<file path="config.mk">
export PLATFORM = sky130hd
export DESIGN_NAME = tsa_table
export DESIGN_NICKNAME = d
export VERILOG_FILES = /design/src/rtl/tsa_table.sv
export SDC_FILE = /design/constraint.sdc
export NUM_CORES = 2
export LEC_CHECK = 0
export ABC_CLOCK_PERIOD_IN_PS = 7050
export BUFFER_PORTS_ARGS = -buffer_cell sky130_fd_sc_hd__buf_2
export CAP_MARGIN = 20
export CELL_PAD_IN_SITES_DETAIL_PLACEMENT = 1
export CELL_PAD_IN_SITES_GLOBAL_PLACEMENT = 2
export CORE_MARGIN = 1.5
export CORE_UTILIZATION = 43
export CTS_BUF_LIST = sky130_fd_sc_hd__clkbuf_2
export CTS_CLUSTER_SIZE = 12
export DETAILED_ROUTE_END_ITERATION = 12
export PLACE_DENSITY = 0.8
export SYNTH_ARGS = -nofsm -noshare
export SYNTH_HDL_FRONTEND = slang
export SYNTH_SLANG_ARGS = --single-unit
</file>
<file path="constraint.sdc">
create_clock -name clk -period 7.05 [get_ports clk]
set_input_delay 1.0575 -clock clk [delete_from_list [all_inputs] [get_ports clk]]
set_output_delay 1.0575 -clock clk [all_outputs]
set_load 0.05 [all_outputs]
</file>
<file path="src/rtl/tsa_table.sv">
// ----------------------------------------------------------------------------
// tsa_table: array table memory
// One entry per array: count, key, flags, deleted map. Registered read.
// ----------------------------------------------------------------------------
module tsa_table #(
    parameter int ARRAYS = 32,
    parameter int AW = 5,
    parameter int EW = 64
) (
    input  logic          clk,
    input  logic [AW-1:0] rd_addr,
    output logic [EW-1:0] rd_data,
    input  logic          wr_en,
    input  logic [AW-1:0] wr_addr,
    input  logic [EW-1:0] wr_data
);
    logic [EW-1:0] mem [ARRAYS];

    always_ff @(posedge clk)
    begin
        if (wr_en)
        begin
            mem[wr_addr] <= wr_data;
        end
        rd_data <= mem[rd_addr];
    end
endmodule

</file>
## Word-level counts from Yosys, hierarchy flattened

Memories as Yosys holds them, arrays and structs flattened. A register that Yosys moved wholly into a read port is not among the register bits.
Index checks and enable logic that the tools add are counted.

- Output and inout port bits: 64
- Memories: 1
- Input bits: 76
- Bits in writable memories: 2,048
- Word-level logic and storage cells: 3
- Bits in registers: 0

Memories:

| name | depth | bits a word | read ports | clocked after Yosys merged registers in | write ports | RTL line | source |
|---|---|---|---|---|---|---|---|
| mem | 32 | 64 | 1 | 1 | 1 | 17 | `logic [EW-1:0] mem [ARRAYS];` |

- Muxes and demuxes: 2

Operators by type and width:

| cell | count |
|---|---|
| 2-to-1 mux 1 bit | 2 |

## Depth between registers and ports, before layout

- Depth after elaboration: 2
- Gate-level depth with buffers: 9
- Depth with buffers taken out: 4

## Worst setup path before layout

No wires, ideal clock.

- Path kind: input to register
- Start: in wr_addr[1]
- End: mem mem[12][0] (enable)
- Stages on the path: 3
- Data required time: 6.564 ns
- Setup slack: 2.170 ns
- Path buffers: 1
- Setup time: 0.486 ns
- Arrival time: 4.393 ns
- Path through: or3b_2 > clkbuf_1 > nor2_1

RTL lines:

| element | RTL line | source |
|---|---|---|
| start: declaration | 14 | `input logic [AW-1:0] wr_addr,` |
| end: declaration | 17 |  |

Straight into the memory's write port.

## Final worst setup path

- Start: reg rd_data[18] (read register of mem)
- End: out rd_data[18]

RTL lines:

| element | RTL line | source |
|---|---|---|
| start: declaration | 12 | `output logic [EW-1:0] rd_data,` |

No word-level cell between the ends.

==> results.toml <==
[drt]
via_per_inst = 5.793
dr.pass1.iters = 5
wl_per_cell_um = 30.59
postRouteAntennaNets = 0
drc = 0
drt_iter0_markers = 4159
finalWirelength_mm = 200.0
vias = 37884

[finish]
design_area_um2 = 88440
final_util_pct = 48.41
fillCellCount = 16613
final_common_cell = "edfxtp_1"
area_growth_pct = 12.01
final_cell_mix = "2,048 x edfxtp_1, 771 x clkbuf_2, 602 x mux4_2"
drive_above_1_share_pct = 42.18
nNetsFinal = 3846
seq_area_um2 = 62780
multiInputGateArea_um2 = 15680

[power]
vdd_drop_max_uv = 164.3
clkPwrFrac_pct = 34.6
power.density_nw_per_um2 = 267.0
switchingPower_w = 0.005852
switching_share_pct = 24.78
pwr-share-seq_pct = 59.4
p_comb_share_pct = 6.0
power_w = 0.02361
leakagePower_nw = 28.50
p_int_w = 0.01776

[worst_setup_path]
arrival_ns = 2.56
path_cells = "buf_2"
cp_top_family = "flip-flops"
cp_num_buf_inv = 1
startpoint_type = "flip-flop"
critPathSlowestCell = "dfxtp_1"
cp_max_fo = 2
critical_path.endpoint_type = "output port"
required_ns = 5.99
path_class = "reg -> out"
max_stage_delay_ns = 0.48

[clock_network]
cts.path.max_buffers = 4
clkSlewWorstSetupHoldPaths_ns = 0.11
clkSinkCount = 2112
clock_latency_ns = 1.77
post_cts_resized = 0
root_buffer = "clkbuf_2"
tritoncts = "done"
numCtsBuffers = 531
ctsHtreeMaxLevel = 6

[floorplanning]
rows = 157
core_area_um2 = 182700
die_w_um = 431.5
initial_core_util_pct = 43.22
die_y_um = 431.5
pin_count = 140
die_area_um2 = 186200

[sta]
hold_slack_ns = 0.2450
fin_skew_ns = 0.1492
min_period_ns = 3.619
finalCritPeriodShare_pct = 51.33
finalSetupTns_ns = 0
worst_pin_slew_ns = 1.188
rsz0062_at_grt = "no"
maxSlewHeadroom_pct = 20.79
finalHoldViolCount = 0
fmax_mhz = 276.3
maxSlewViolCount = 0
finalSetupViolCount = 0

[grt]
grt_pass1_wl_mm = 289.3
use_met3_pct = 4.407
met2_usage_pct = 35.90
top_usage_layer = "met2"
gr-total-overflow = 0
grt_pass1_vias = 41042
grt_usage_pct = 21.69
antenna_found_initial = 16
grt_max_degree = 135
grt.met1_usage_pct = 28.91

[synthesis]
syn-num-nets = 3173
synth.distinct_cells = 31
syn_area_um2 = 78960
syn_avg_cell_area_um2 = 25.50
ys_ff_latch = 2112
synth_warnings = 0
synthCells = 3097
seq_area_frac_synth_pct = 79.50

[outcome]
status = "finished clean"

[job]
maxCapViolations = 0

[place]
globalplace.congestion = 0.7302
numPortBuffers = 139
hpwl_mm = 102.3
place_area_um2 = 83000

[hold_path]
min_path_type = "in -> reg"
-- worst min-delay path: stages --
cell and delay (ns):
buf_2 0.16, nor2_1 0.06, nand2_1 0.31, nor2_4 0.19
-- cells by family (layout without fill, tap and decap cells) --
group | after synthesis | in the layout | share of synthesized area, %
simple gates | 64 | 64 | 0.3787
other cells | 0 | 11 | 0
buf+inv | 157 | 1204 | 0.9444
flops | 2112 | 2112 | 79.50
mux | 714 | 714 | 18.71
compound gates | 50 | 50 | 0.4659
-- per-stage QoR --
stage / worst slack (ns) / cells
4_1_cts: 3.140 / 6527
3_5_place_dp: 2.904 / 5548
3_3_place_gp: 2.925 / 5547
6_report: 3.431 / 6540
2_1_floorplan: 2.170 / 3097
5_1_grt: 3.252 / 6537
-- flip-flops by register name (all words and copies together), names as in the netlist --
register,count
rd_data,64
mem,2048
-- repair_timing --
item | 4_1_cts | 5_1_grt
hold buffers | 72 | 0
endpoints found under the setup margin | 0 | 0
setup buffers | 0 | 0
hold endpoints to repair | 2077 | 0
-- path summary, 6_finish.rpt --
kind                             startpoint          end  slack (ns)  depth (start not counted)
worst max-delay path            rd_data[18]  rd_data[18]        3.43                          1
worst min register to register   mem[4][34]  rd_data[34]        0.78                          3
worst max register to register   mem[3][60]  rd_data[60]        4.73                          4
worst min-delay path             wr_addr[4]  mem[10][32]        0.24                          4
-- synthesized netlist by cell type --
cell type  count  area (um2)
edfxtp_1    2048       61500
mux4_2       602       13560
mux2_2        74       833.3
buf_2         65       325.3
dfxtp_1       64        1281
clkbuf_1      55       206.5
nor2_1        41       153.9
mux2i_1       38       380.4
buf_1         19       71.32
buf_4         14       105.1
a221oi_1      12       105.1
o22ai_1       10       62.56
o21ai_0        9       45.04
nand3b_1       5       37.54
nor2b_1        4       25.02
a211oi_1       3       22.52
a22oi_1        3       22.52
and2_1         3       18.77
buf_6          3       33.78
nand2_1        3       11.26
o211ai_1       3       22.52
o221ai_1       3       26.28
o2bb2ai_1      3       26.28
o31a_1         3       26.28
nand2b_1       2       12.51
nand3_1        2       10.01
or3b_2         2       17.52
a22o_1         1       8.760
and2_0         1       6.260
inv_2          1       3.750
or3_1          1       6.260
-- layout make-up --
cell class | instances | share of cell area [%]
clock inverter | 136 | 0.8983
multi-input combinational | 828 | 17.73
clock buffer | 771 | 4.363
inverter | 1 | 0.004244
sequential | 2112 | 70.98
tap | 2385 | 3.374
timing repair buffer | 296 | 2.620
antenna | 11 | 0.03112
-- per-layer routing --
layer / wire [um] / part of all wire (%)
met1: 78750 / 39
met2: 101300 / 51
met3: 15350 / 7.7
met4: 4657 / 2.3
met5: 12 / 0.0060
-- power by group through the flow --
stage | clock network, W | logic [W] | registers, W
after floorplan | 0 | 0.000700 | 0.0144
after global placement | 0 | 0.00137 | 0.0143
after detailed placement | 0 | 0.00140 | 0.0143
after CTS | 0.00839 | 0.00144 | 0.0140
after global routing | 0.00895 | 0.00150 | 0.0140
final | 0.00817 | 0.00142 | 0.0140
No activity file was read; power rests on OpenSTA's default activity.
